`src/design/gscl_pkg.sv`:
```
package gscl_pkg;

   localparam int POS_W        = 17;
   localparam int FRAC_BITS    = 16;
   localparam int POSITION_ONE = 65536;
   localparam int COLOR_W      = 8;
   localparam int DIFF_W       = COLOR_W + 1;
   localparam int PROD_W       = POS_W + 1 + DIFF_W;
   localparam int STEP_W       = PROD_W - FRAC_BITS;
   localparam int INDEX_W      = 4;
   localparam int COUNT_W      = 5;
   localparam int COUNT_RESET  = 2;
   localparam int CSR_ADDR_W   = 3;
   localparam int CSR_DATA_W   = 32;

   localparam logic [CSR_ADDR_W-3:0] CSR_STOP_COUNT = '0;

   typedef enum logic [0:0] {
      CMD_WRITE  = 1'b0,
      CMD_LOOKUP = 1'b1
   } cmd_type;

   typedef struct packed {
      logic                command;
      logic [INDEX_W-1:0]  stop_index;
      logic [POS_W-1:0]    stop_position;
      logic [COLOR_W-1:0]  stop_red;
      logic [COLOR_W-1:0]  stop_green;
      logic [COLOR_W-1:0]  stop_blue;
      logic signed [31:0]  position;
   } req_type;

   typedef struct packed {
      logic [COLOR_W-1:0] red;
      logic [COLOR_W-1:0] green;
      logic [COLOR_W-1:0] blue;
   } rsp_type;

   typedef struct packed {
      logic [POS_W-1:0]   position;
      logic [COLOR_W-1:0] red;
      logic [COLOR_W-1:0] green;
      logic [COLOR_W-1:0] blue;
   } stop_type;

   typedef enum logic [3:0] {
      ST_IDLE,
      ST_EDGE_ADDR,
      ST_EDGE_DATA,
      ST_SEARCH,
      ST_SEARCH_CMP,
      ST_LOAD,
      ST_SETUP,
      ST_DIVIDE,
      ST_BLEND_MUL,
      ST_BLEND_ADD
   } state_type;

endpackage

```
`src/design/gscl_ram.sv`:
```
module gscl_ram #(
   parameter int WIDTH = 8,
   parameter int DEPTH = 16
) (
   input  logic                     clock,
   input  logic                     we,
   input  logic [$clog2(DEPTH)-1:0] waddr,
   input  logic [WIDTH-1:0]         wdata,
   input  logic [$clog2(DEPTH)-1:0] raddr,
   output logic [WIDTH-1:0]         rdata
);

   logic [WIDTH-1:0] mem_ff [DEPTH];

   always_ff @(posedge clock) begin
      if (we) begin
         mem_ff[waddr] <= wdata;
      end
      rdata <= mem_ff[raddr];
   end

endmodule

```
`src/design/gscl_div.sv`:
```
module gscl_div (
   input  logic                          clock,
   input  logic                          reset,
   input  logic                          go,
   input  logic [gscl_pkg::POS_W-1:0]    dividend,
   input  logic [gscl_pkg::POS_W-1:0]    divisor,
   output logic                          done,
   output logic [gscl_pkg::FRAC_BITS-1:0] quotient
);

   localparam int CNT_W = $clog2(gscl_pkg::FRAC_BITS);
   localparam int REM_W = gscl_pkg::POS_W + 1;

   logic                          active_ff, active_in;
   logic                          done_ff, done_in;
   logic [CNT_W-1:0]              cnt_ff, cnt_in;
   logic [REM_W-1:0]              rem_ff, rem_in;
   logic [gscl_pkg::FRAC_BITS-1:0] q_ff, q_in;
   logic [gscl_pkg::POS_W-1:0]    den_ff, den_in;
   logic [REM_W-1:0]              shifted;
   logic [REM_W-1:0]              den_ext;

   // dividend is below divisor, so each step yields one quotient bit
   always_comb begin
      shifted   = {rem_ff[REM_W-2:0], 1'b0};
      den_ext   = REM_W'(den_ff);
      active_in = active_ff;
      done_in   = 1'b0;
      cnt_in    = cnt_ff;
      rem_in    = rem_ff;
      q_in      = q_ff;
      den_in    = den_ff;
      if (go) begin
         active_in = 1'b1;
         cnt_in    = '0;
         rem_in    = REM_W'(dividend);
         den_in    = divisor;
      end else if (active_ff) begin
         if (shifted >= den_ext) begin
            rem_in = shifted - den_ext;
            q_in   = {q_ff[gscl_pkg::FRAC_BITS-2:0], 1'b1};
         end else begin
            rem_in = shifted;
            q_in   = {q_ff[gscl_pkg::FRAC_BITS-2:0], 1'b0};
         end
         cnt_in = cnt_ff + CNT_W'(1);
         if (cnt_ff == CNT_W'(gscl_pkg::FRAC_BITS - 1)) begin
            active_in = 1'b0;
            done_in   = 1'b1;
         end
      end
   end

   always_ff @(posedge clock) begin
      if (reset) begin
         active_ff <= 1'b0;
         done_ff   <= 1'b0;
         cnt_ff    <= '0;
      end else begin
         active_ff <= active_in;
         done_ff   <= done_in;
         cnt_ff    <= cnt_in;
      end
   end

   always_ff @(posedge clock) begin
      rem_ff <= rem_in;
      q_ff   <= q_in;
      den_ff <= den_in;
   end

   assign done     = done_ff;
   assign quotient = q_ff;

endmodule

```
`src/design/gradient_stop_color_lookup.sv`:
```
// Gradient stop color lookup.
// Stops are loaded with write words (command = write) into a table of MAX_STOPS
// slots; a slot at or above MAX_STOPS is dropped. A lookup word carries a signed
// 16.16 position and returns one color on rsp_data, marked by rsp_strobe for a
// single cycle. Writes return nothing and do not raise busy.
// A word is taken when start is high and busy is low; busy stays high while a
// lookup is in progress, so the block holds one lookup at a time and a new word
// can be taken in the cycle that shows the result.
// A lookup at or below zero, or at or above one, returns the first or last stop
// in use. Otherwise a binary search of at most ceil(log2(n - 1)) steps, for n
// stops in use, finds the segment; an empty or reversed segment returns its
// lower stop, and a division step runs only when the position lies strictly
// between the two stop positions of the segment.
// Each search step is one table read and one compare; the serial divider,
// one quotient bit per cycle, sets most of the interpolation time.
// stop_count sits at byte address 0 of the csr_ port and reads back.
// Reset idles the block and sets stop_count to 2; the stop table is not cleared
// and must be written before it is read. The receiver cannot stall: a result is
// shown once and busy is already low in that cycle.
module gradient_stop_color_lookup #(
   parameter int MAX_STOPS = 16
) (
   input  logic                                clock,
   input  logic                                reset,
   input  logic                                start,
   output logic                                busy,
   input  gscl_pkg::req_type                   req_data,
   output logic                                rsp_strobe,
   output gscl_pkg::rsp_type                   rsp_data,
   input  logic                                csr_psel,
   input  logic                                csr_penable,
   input  logic                                csr_pwrite,
   input  logic [gscl_pkg::CSR_ADDR_W-1:0]     csr_paddr,
   input  logic [gscl_pkg::CSR_DATA_W-1:0]     csr_pwdata,
   output logic [gscl_pkg::CSR_DATA_W-1:0]     csr_prdata,
   output logic                                csr_pready
);

   localparam int IDX_W = $clog2(MAX_STOPS);
   localparam int STOP_W = $bits(gscl_pkg::stop_type);
   localparam int POS_W = gscl_pkg::POS_W;
   localparam int COLOR_W = gscl_pkg::COLOR_W;
   localparam int STEP_W = gscl_pkg::STEP_W;

   localparam logic [1:0] CH_RED   = 2'd0;
   localparam logic [1:0] CH_GREEN = 2'd1;
   localparam logic [1:0] CH_BLUE  = 2'd2;

   gscl_pkg::state_type state_ff, state_in;
   logic [IDX_W-1:0]    lo_ff, lo_in;
   logic [IDX_W-1:0]    hi_ff, hi_in;
   logic [IDX_W-1:0]    mid_ff, mid_in;
   logic [IDX_W-1:0]    edge_addr_ff, edge_addr_in;
   logic [POS_W-1:0]    raw_ff, raw_in;
   gscl_pkg::stop_type  lo_ent_ff, lo_ent_in;
   gscl_pkg::stop_type  hi_ent_ff, hi_ent_in;
   logic [POS_W-1:0]    frac_ff, frac_in;
   logic signed [gscl_pkg::PROD_W-1:0] prod_ff, prod_in;
   logic [1:0]          ch_ff, ch_in;
   gscl_pkg::rsp_type   rsp_data_ff, rsp_data_in;
   logic                rsp_strobe_ff, rsp_strobe_in;
   logic [gscl_pkg::COUNT_W-1:0] stop_count_ff, stop_count_in;

   logic                accept;
   logic                csr_write;
   logic                csr_hit;
   logic [31:0]         count_ext;
   logic [IDX_W-1:0]    last_idx;
   logic [IDX_W:0]      mid_sum;
   logic                below;
   logic                above;

   logic                ram_we;
   logic [IDX_W-1:0]    ram_waddr;
   logic [IDX_W-1:0]    ram_raddr;
   logic [STOP_W-1:0]   ram_wdata;
   logic [STOP_W-1:0]   ram_rdata;
   gscl_pkg::stop_type  rd_ent;
   gscl_pkg::stop_type  wr_ent;

   logic                div_go;
   logic                div_done;
   logic [gscl_pkg::FRAC_BITS-1:0] div_q;
   logic [POS_W-1:0]    div_num;
   logic [POS_W-1:0]    div_den;

   logic [COLOR_W-1:0]  chan_lo;
   logic [COLOR_W-1:0]  chan_hi;
   logic signed [gscl_pkg::DIFF_W-1:0] diff;
   logic signed [POS_W:0] frac_s;
   logic signed [STEP_W-1:0] chan_sum;
   logic [COLOR_W-1:0]  chan_out;

   assign accept     = start && (state_ff == gscl_pkg::ST_IDLE);
   assign busy       = (state_ff != gscl_pkg::ST_IDLE);
   assign csr_hit    = (csr_paddr[gscl_pkg::CSR_ADDR_W-1:2] == gscl_pkg::CSR_STOP_COUNT);
   assign csr_write  = csr_psel && csr_penable && csr_pwrite && csr_pready;
   assign csr_pready = 1'b1;
   assign csr_prdata = csr_hit ? gscl_pkg::CSR_DATA_W'(stop_count_ff) : '0;

   // table write straight from the request word
   always_comb begin
      wr_ent.position = req_data.stop_position;
      wr_ent.red      = req_data.stop_red;
      wr_ent.green    = req_data.stop_green;
      wr_ent.blue     = req_data.stop_blue;
      ram_wdata       = wr_ent;
      ram_waddr       = IDX_W'(req_data.stop_index);
      ram_we          = accept && (req_data.command == gscl_pkg::CMD_WRITE) &&
                        (32'(req_data.stop_index) < 32'(MAX_STOPS));
      rd_ent          = ram_rdata;
   end

   gscl_ram #(
      .WIDTH (STOP_W),
      .DEPTH (MAX_STOPS)
   ) u_ram (
      .clock (clock),
      .we    (ram_we),
      .waddr (ram_waddr),
      .wdata (ram_wdata),
      .raddr (ram_raddr),
      .rdata (ram_rdata)
   );

   gscl_div u_div (
      .clock    (clock),
      .reset    (reset),
      .go       (div_go),
      .dividend (div_num),
      .divisor  (div_den),
      .done     (div_done),
      .quotient (div_q)
   );

   // clamp the stop count to 2..MAX_STOPS, keep the last index
   always_comb begin
      count_ext = 32'(stop_count_ff);
      if (count_ext < 32'd2) begin
         last_idx = IDX_W'(1);
      end else if (count_ext > 32'(MAX_STOPS)) begin
         last_idx = IDX_W'(MAX_STOPS - 1);
      end else begin
         last_idx = IDX_W'(count_ext - 32'd1);
      end
      below   = req_data.position[31] || (req_data.position == '0);
      above   = |req_data.position[30:gscl_pkg::FRAC_BITS];
      mid_sum = {1'b0, lo_ff} + {1'b0, hi_ff};
   end

   always_comb begin
      case (ch_ff)
         CH_RED: begin
            chan_lo = lo_ent_ff.red;
            chan_hi = hi_ent_ff.red;
         end
         CH_GREEN: begin
            chan_lo = lo_ent_ff.green;
            chan_hi = hi_ent_ff.green;
         end
         default: begin
            chan_lo = lo_ent_ff.blue;
            chan_hi = hi_ent_ff.blue;
         end
      endcase
      diff     = $signed({1'b0, chan_hi}) - $signed({1'b0, chan_lo});
      frac_s   = $signed({1'b0, frac_ff});
      // arithmetic shift of the product floors toward minus infinity
      chan_sum = $signed(STEP_W'(chan_lo)) + prod_ff[gscl_pkg::PROD_W-1:gscl_pkg::FRAC_BITS];
      if (chan_sum < 0) begin
         chan_out = '0;
      end else if (chan_sum > $signed(STEP_W'(255))) begin
         chan_out = '1;
      end else begin
         chan_out = chan_sum[COLOR_W-1:0];
      end
   end

   always_comb begin
      state_in      = state_ff;
      lo_in         = lo_ff;
      hi_in         = hi_ff;
      mid_in        = mid_ff;
      edge_addr_in  = edge_addr_ff;
      raw_in        = raw_ff;
      lo_ent_in     = lo_ent_ff;
      hi_ent_in     = hi_ent_ff;
      frac_in       = frac_ff;
      prod_in       = prod_ff;
      ch_in         = ch_ff;
      rsp_data_in   = rsp_data_ff;
      rsp_strobe_in = 1'b0;
      stop_count_in = stop_count_ff;
      ram_raddr     = edge_addr_ff;
      div_go        = 1'b0;
      div_num       = raw_ff - lo_ent_ff.position;
      div_den       = rd_ent.position - lo_ent_ff.position;

      if (csr_write && csr_hit) begin
         stop_count_in = csr_pwdata[gscl_pkg::COUNT_W-1:0];
      end

      case (state_ff)
         gscl_pkg::ST_IDLE: begin
            if (accept && (req_data.command == gscl_pkg::CMD_LOOKUP)) begin
               raw_in = req_data.position[POS_W-1:0];
               lo_in  = '0;
               hi_in  = last_idx;
               if (below) begin
                  edge_addr_in = '0;
                  state_in     = gscl_pkg::ST_EDGE_ADDR;
               end else if (above) begin
                  edge_addr_in = last_idx;
                  state_in     = gscl_pkg::ST_EDGE_ADDR;
               end else begin
                  state_in = gscl_pkg::ST_SEARCH;
               end
            end
         end
         gscl_pkg::ST_EDGE_ADDR: begin
            ram_raddr = edge_addr_ff;
            state_in  = gscl_pkg::ST_EDGE_DATA;
         end
         gscl_pkg::ST_EDGE_DATA: begin
            rsp_data_in   = '{red: rd_ent.red, green: rd_ent.green, blue: rd_ent.blue};
            rsp_strobe_in = 1'b1;
            state_in      = gscl_pkg::ST_IDLE;
         end
         gscl_pkg::ST_SEARCH: begin
            if ((hi_ff - lo_ff) == IDX_W'(1)) begin
               ram_raddr = lo_ff;
               state_in  = gscl_pkg::ST_LOAD;
            end else begin
               ram_raddr = mid_sum[IDX_W:1];
               mid_in    = mid_sum[IDX_W:1];
               state_in  = gscl_pkg::ST_SEARCH_CMP;
            end
         end
         gscl_pkg::ST_SEARCH_CMP: begin
            if (rd_ent.position < raw_ff) begin
               lo_in = mid_ff;
            end else begin
               hi_in = mid_ff;
            end
            state_in = gscl_pkg::ST_SEARCH;
         end
         gscl_pkg::ST_LOAD: begin
            lo_ent_in = rd_ent;
            ram_raddr = lo_ff + IDX_W'(1);
            state_in  = gscl_pkg::ST_SETUP;
         end
         gscl_pkg::ST_SETUP: begin
            hi_ent_in = rd_ent;
            ch_in     = CH_RED;
            if (rd_ent.position <= lo_ent_ff.position) begin
               // empty or reversed segment: take the lower stop
               rsp_data_in   = '{red: lo_ent_ff.red, green: lo_ent_ff.green,
                                 blue: lo_ent_ff.blue};
               rsp_strobe_in = 1'b1;
               state_in      = gscl_pkg::ST_IDLE;
            end else if (raw_ff <= lo_ent_ff.position) begin
               frac_in  = '0;
               state_in = gscl_pkg::ST_BLEND_MUL;
            end else if (div_num >= div_den) begin
               frac_in  = POS_W'(gscl_pkg::POSITION_ONE);
               state_in = gscl_pkg::ST_BLEND_MUL;
            end else begin
               div_go   = 1'b1;
               state_in = gscl_pkg::ST_DIVIDE;
            end
         end
         gscl_pkg::ST_DIVIDE: begin
            if (div_done) begin
               frac_in  = POS_W'(div_q);
               state_in = gscl_pkg::ST_BLEND_MUL;
            end
         end
         gscl_pkg::ST_BLEND_MUL: begin
            prod_in  = gscl_pkg::PROD_W'(frac_s) * gscl_pkg::PROD_W'(diff);
            state_in = gscl_pkg::ST_BLEND_ADD;
         end
         gscl_pkg::ST_BLEND_ADD: begin
            case (ch_ff)
               CH_RED:   rsp_data_in.red   = chan_out;
               CH_GREEN: rsp_data_in.green = chan_out;
               default:  rsp_data_in.blue  = chan_out;
            endcase
            if (ch_ff == CH_BLUE) begin
               rsp_strobe_in = 1'b1;
               state_in      = gscl_pkg::ST_IDLE;
            end else begin
               ch_in    = ch_ff + 2'd1;
               state_in = gscl_pkg::ST_BLEND_MUL;
            end
         end
         default: begin
            state_in = gscl_pkg::ST_IDLE;
         end
      endcase
   end

   always_ff @(posedge clock) begin
      if (reset) begin
         state_ff      <= gscl_pkg::ST_IDLE;
         rsp_strobe_ff <= 1'b0;
         stop_count_ff <= gscl_pkg::COUNT_W'(gscl_pkg::COUNT_RESET);
         ch_ff         <= CH_RED;
      end else begin
         state_ff      <= state_in;
         rsp_strobe_ff <= rsp_strobe_in;
         stop_count_ff <= stop_count_in;
         ch_ff         <= ch_in;
      end
   end

   always_ff @(posedge clock) begin
      lo_ff        <= lo_in;
      hi_ff        <= hi_in;
      mid_ff       <= mid_in;
      edge_addr_ff <= edge_addr_in;
      raw_ff       <= raw_in;
      lo_ent_ff    <= lo_ent_in;
      hi_ent_ff    <= hi_ent_in;
      frac_ff      <= frac_in;
      prod_ff      <= prod_in;
      rsp_data_ff  <= rsp_data_in;
   end

   assign rsp_strobe = rsp_strobe_ff;
   assign rsp_data   = rsp_data_ff;

endmodule

```
`config.mk`:
```
export PLATFORM = sky130hd
export DESIGN_NAME = gradient_stop_color_lookup
export DESIGN_NICKNAME = d
export VERILOG_FILES = /design/src/design/gscl_pkg.sv /design/src/design/gscl_ram.sv /design/src/design/gscl_div.sv /design/src/design/gradient_stop_color_lookup.sv
export SDC_FILE = /design/constraint.sdc
export NUM_CORES = 2
export LEC_CHECK = 0
export BUFFER_PORTS_ARGS = -buffer_cell sky130_fd_sc_hd__clkbuf_2
export CORE_AREA = 10 10 368 370
export DETAILED_ROUTE_END_ITERATION = 6
export DIE_AREA = 0 0 378 380
export SYNTH_ARGS = -nofsm -noshare
export SYNTH_HDL_FRONTEND = slang
export SYNTH_SLANG_ARGS = --single-unit
export TNS_END_PERCENT = 5
```
`constraint.sdc`:
```
create_clock -name clock -period 10.5 [get_ports clock]
set_input_delay 2.1 -clock clock [delete_from_list [all_inputs] [get_ports clock]]
set_output_delay 2.1 -clock clock [all_outputs]
set_load 0.02 [all_outputs]
```
==> results.md <==
Run status:
- The run finished with clean final reports.

Worst setup path:
- The worst flop-to-flop path startpoint is ch_ff[0].
- On the critical path the largest part of the delay comes from adder cells.
- In this run the register-to-register setup slack is 1.61 ns.
- The maximum fanout encountered on the critical timing path is 18.
- The worst setup path is of the reg2reg kind.
- By instance count, the cell type seen most on the critical path is sky130_fd_sc_hd__fa_1.
- The reg-to-reg critical path endpoint is prod_ff[26].
- Tracing the worst setup path back leads to its startpoint at ch_ff[0].
- The nature of the critical path startpoint is a flop.
- STA puts the critical path data required time at 10.93 ns.
- The path depth of the worst reg2reg path is 34.
- The count of buffer and inverter cells on the critical path is 6.
- The kind of end point of the critical path is a flop.
- The maximum cell stage delay along the critical path is 0.58 ns.
- The slowest cell on the critical path is sky130_fd_sc_hd__o41ai_1.
- The data arrival time at the worst-slack endpoint is 9.32 ns.

STA:
- The worst path needs 8.886 ns of the cycle, external delays included.
- The worst path uses 84.63% of the clock period.
- The achievable clock frequency is 0.1125 GHz.
- Setup violations remaining at the end of the flow were counted as 0.
- The final number of hold-violating endpoints is 0.
- Setup slack closes at 1.614 ns.
- The final sum of negative setup slack is 0 ns.
- The worst relative slew slack is 26.23%.
- Setup repair after global routing left no endpoint under its margin.
- For the final database, setup skew stands at 0.07053 ns.
- The number of max-slew violations in the final report is 0.
- The slew at the pin closest to its max-slew limit is 1.107 ns.

Route:
- The detailed-route via count is 27,580.
- The DRC marker count from the first detailed-route iteration is 2,195.
- In the routed design, unresolved DRC markers number 0.
- The number of optimization iterations in the first detailed-route pass is 7.
- Wires add up to 108,200 um.
- The post-detailed-route count of antenna-violating nets is 0.
- The post-detailed-route wirelength per cell is 19.98 um.
- The average vias per placed instance is 5.091.

Final layout:
- The library cells used most frequently in the layout, excluding fill and tap cells, are sky130_fd_sc_hd__edfxtp_1, sky130_fd_sc_hd__nand2_1, sky130_fd_sc_hd__inv_1.
- The library cell used most frequently in the layout, excluding fill and tap cells, is sky130_fd_sc_hd__edfxtp_1.
- Relative to the synthesized area, the layout overhead comes to 12.27%.
- For this run, the number of standard cells in the final layout without fillers is 5,417.
- The number of fillers in the final layout is 12,090.
- The layout cell share with drive strength beyond 1 is 10.23%.
- The net count of the finished layout is 4,062.
- Summing all non-filler instances in the final layout gives an area of 50,020 sq um.

Die:
- The number of cell rows is 132.
- Once the floorplan was initialized, standard cells occupied 34.68% of the core.
- The floorplan die area is 143,600 sq um.
- The die height is 380 um.
- The core area is 128,500 sq um.
- From left edge to right edge, the die measures 378 um.
- The top-level I/O count is 178.

Global routing:
- The total track usage is 14.68%.
- Entering global routing, the biggest net connects 201 pins.
- The via count of the first global-routing pass is 27,320.
- The total global routing overflow is 0.
- The initial antenna violation count came to 25.
- The global-route wire length before repair is 164,400 um.

Clock tree:
- Clock-pin slew was measured on the worst setup and hold paths at 0.06 ns.
- The clock insertion delay at the later pin of the skew report is 0.72 ns.
- Clock tree synthesis found a total of 915 sinks.
- The number of cells upsized or downsized after cts is 0.
- The TritonCTS clock tree is done.
- The deepest clock path buffer count is 3.
- The number of hold buffers added after CTS was 0.
- The cell sitting at the root of the clock tree is a sky130_fd_sc_hd__clkbuf_16.
- The clock tree synthesis step divided the H-tree into 3 levels.
- After clock tree synthesis, the setup repair step added 0 buffers.
- Counting the buffers created by CTS gives 97.

Place:
- The wire-length estimate of the detail-placed layout is 63,920 um.
- The post-detailed-placement cell area is 46,830 sq um.
- At the end of routability-driven placement, the weighted congestion stood at 0.8158.
- The post-placement worst setup slack is 1.684 ns.
- Once placement completed, the tool counted placed cells totaling 5,227.
- The number of buffer cells added on primary ports is 120.

Hold path:
- The worst hold path begins at u_div.quotient[0].
- Counting instances, the worst hold path has a depth of 0.
- The min-delay analysis places its worst path in the category reg2reg.
- The path with the worst hold slack has its endpoint at u_div.quotient[1].

Synthesis:
- For this run, the leading register cell type out of synthesis is sky130_fd_sc_hd__edfxtp_1.
- Measured against the total synthesized area, the mux share comes to 2.101%.
- The synthesized flop and latch total is 915.
- The synthesized instance count is 3,562.
- The main combinational cell family by area after synthesis is simple AND/OR/NAND/NOR gates.
- Yosys attributes the largest share of cell area to sky130_fd_sc_hd__edfxtp_1, sky130_fd_sc_hd__nand2_1, sky130_fd_sc_hd__ha_1, sky130_fd_sc_hd__fa_1, sky130_fd_sc_hd__dfxtp_1.
- After Yosys synthesis, and, or, nand and nor cells account for 13.18% of the synthesized area.
- The area share of fa/ha/maj cells after synthesis is 10.09%.
- Of all cell types, the one taking the most synthesized area is sky130_fd_sc_hd__edfxtp_1.
- Of the post-synthesis cell area, the dominant cell type holds 57.69%.
- Summing the areas of all xor and xnor instances in the mapped netlist gives 1.317% of the synthesized area.
- For this run, asynchronously set or reset flops after synthesis account for 0%.
- Yosys mapped a number of flops with a built-in enable equal to 856.
- Of the synthesized area, sequential elements account for 60.34%.
- After synthesis the cells add up to 44,560 sq um.
- After synthesis, the netlist uses 84 different library cells.
- The synthesized-area fraction occupied by ao, oa, aoi and oai cells is 8.689%.
- The Yosys step of the flow raised 0 warnings.
- The mean area per synthesized cell is 12.51 sq um.

Pwr:
- The leakage component of the power is 19.06 nW.
- The maximum ir drop on the vdd rail is 0.0001301 V.
- For this design the ratio of total power to cell area is 159.3 nW/um^2.

Flow run:
- The number of max-cap violations is 0.
[metal layers]
layer  GRT usage, %  share of wire, %  vias to the layer above
li1               -                 -                    13020
met1          19.39                43                    13650
met2          24.13                48                      722
met3          3.296               6.5                      162
met4          3.994               2.4                       18
met5              0             0.095                        -
[power breakdown]
| part | switching [W] | leakage (nW) | internal, W |
|---|---|---|---|
| registers | 0.0000381 | 8.24 | 0.00404 |
| logic | 0.000355 | 9.28 | 0.000186 |
| clock network | 0.00145 | 1.54 | 0.00190 |
[worst max path at each step]
| stage | to | slack (ns) | cells after the start |
|---|---|---|---|
| 6_report | prod_ff[26] | 1.61 | 34 |
| 5_1_grt | prod_ff[26] | 1.07 | 34 |
| 3_3_place_gp | prod_ff[26] | 1.76 | 32 |
| 3_5_place_dp | prod_ff[26] | 1.68 | 32 |
| 2_1_floorplan | prod_ff[26] | 2.34 | 33 |
| 4_1_cts | prod_ff[26] | 1.66 | 32 |
[registers in the layout, indices dropped and copies added, names as in the netlist, 5 cells and up]
signal	count
u_ram.mem_ff	656
lo_ent_ff	41
u_ram.rdata	41
hi_ent_ff	24
rsp_data	24
frac_ff	17
raw_ff	17
u_div.den_ff	17
u_div.rem_ff	17
u_div.quotient	16
prod_ff	11
stop_count_ff	5
[stage by stage]
| step | hold WS [ns] | util, % | power, W |
|---|---|---|---|
| floorplan | 0.4082 | - | 0.004502 |
| global placement | 0.4231 | 36.44 | 0.004692 |
| detailed placement | 0.4313 | 36.44 | 0.004700 |
| CTS | 0.4280 | 38.92 | 0.008048 |
| global route | 0.4424 | 38.92 | 0.008250 |
| finish | 0.4367 | 38.93 | 0.007971 |
[Yosys cell counts, types with 6 or more instances]
library cell,number
sky130_fd_sc_hd__nor2b_1,20
sky130_fd_sc_hd__a221o_1,24
sky130_fd_sc_hd__o211ai_1,7
sky130_fd_sc_hd__nand3_1,105
sky130_fd_sc_hd__a311o_1,41
sky130_fd_sc_hd__and2_1,77
sky130_fd_sc_hd__a21o_1,35
sky130_fd_sc_hd__fa_1,112
sky130_fd_sc_hd__a221oi_1,41
sky130_fd_sc_hd__a22oi_1,10
sky130_fd_sc_hd__xnor2_1,42
sky130_fd_sc_hd__a31oi_1,8
sky130_fd_sc_hd__or2_2,8
sky130_fd_sc_hd__or3_1,6
sky130_fd_sc_hd__ha_1,180
sky130_fd_sc_hd__nand2b_1,56
sky130_fd_sc_hd__buf_4,35
sky130_fd_sc_hd__mux2i_1,62
sky130_fd_sc_hd__a21oi_1,103
sky130_fd_sc_hd__dfxtp_1,59
sky130_fd_sc_hd__and3_1,134
sky130_fd_sc_hd__xor2_1,25
sky130_fd_sc_hd__mux2_1,7
sky130_fd_sc_hd__o32ai_1,41
sky130_fd_sc_hd__a211oi_1,14
sky130_fd_sc_hd__o21a_1,20
sky130_fd_sc_hd__o21bai_1,11
sky130_fd_sc_hd__nor3_1,27
sky130_fd_sc_hd__clkbuf_1,86
sky130_fd_sc_hd__nand4_1,12
sky130_fd_sc_hd__o21ai_0,52
sky130_fd_sc_hd__nor4_1,11
sky130_fd_sc_hd__nand2_1,660
sky130_fd_sc_hd__mux2_2,21
sky130_fd_sc_hd__nand3b_1,6
sky130_fd_sc_hd__nor2_1,120
sky130_fd_sc_hd__a22o_1,9
sky130_fd_sc_hd__buf_6,17
sky130_fd_sc_hd__inv_1,211
sky130_fd_sc_hd__buf_2,58
sky130_fd_sc_hd__edfxtp_1,856
sky130_fd_sc_hd__a31o_1,41
sky130_fd_sc_hd__buf_1,9
[final cells by class]
type | instances | area, sq um | area share, %
Timing Repair Buffer | 169 | 993.5 | 1.986
Multi-Input combinational cell | 2255 | 16050 | 32.09
Antenna cell | 7 | 17.52 | 0.03502
Sequential cell | 915 | 26890 | 53.75
Inverter | 213 | 799.5 | 1.598
Tap cell | 1675 | 2096 | 4.189
Clock inverter | 48 | 466.7 | 0.9329
Clock buffer | 135 | 2711 | 5.420
[cells by family after synthesis]
group | count (synthesis)
buf+inv | 418
fa+ha+maj | 292
simple gates | 1267
compound gates | 511
xor+xnor | 67
other cells | 2
flops | 915
mux | 90
Note: power is estimated with default switching activity, not from simulation.
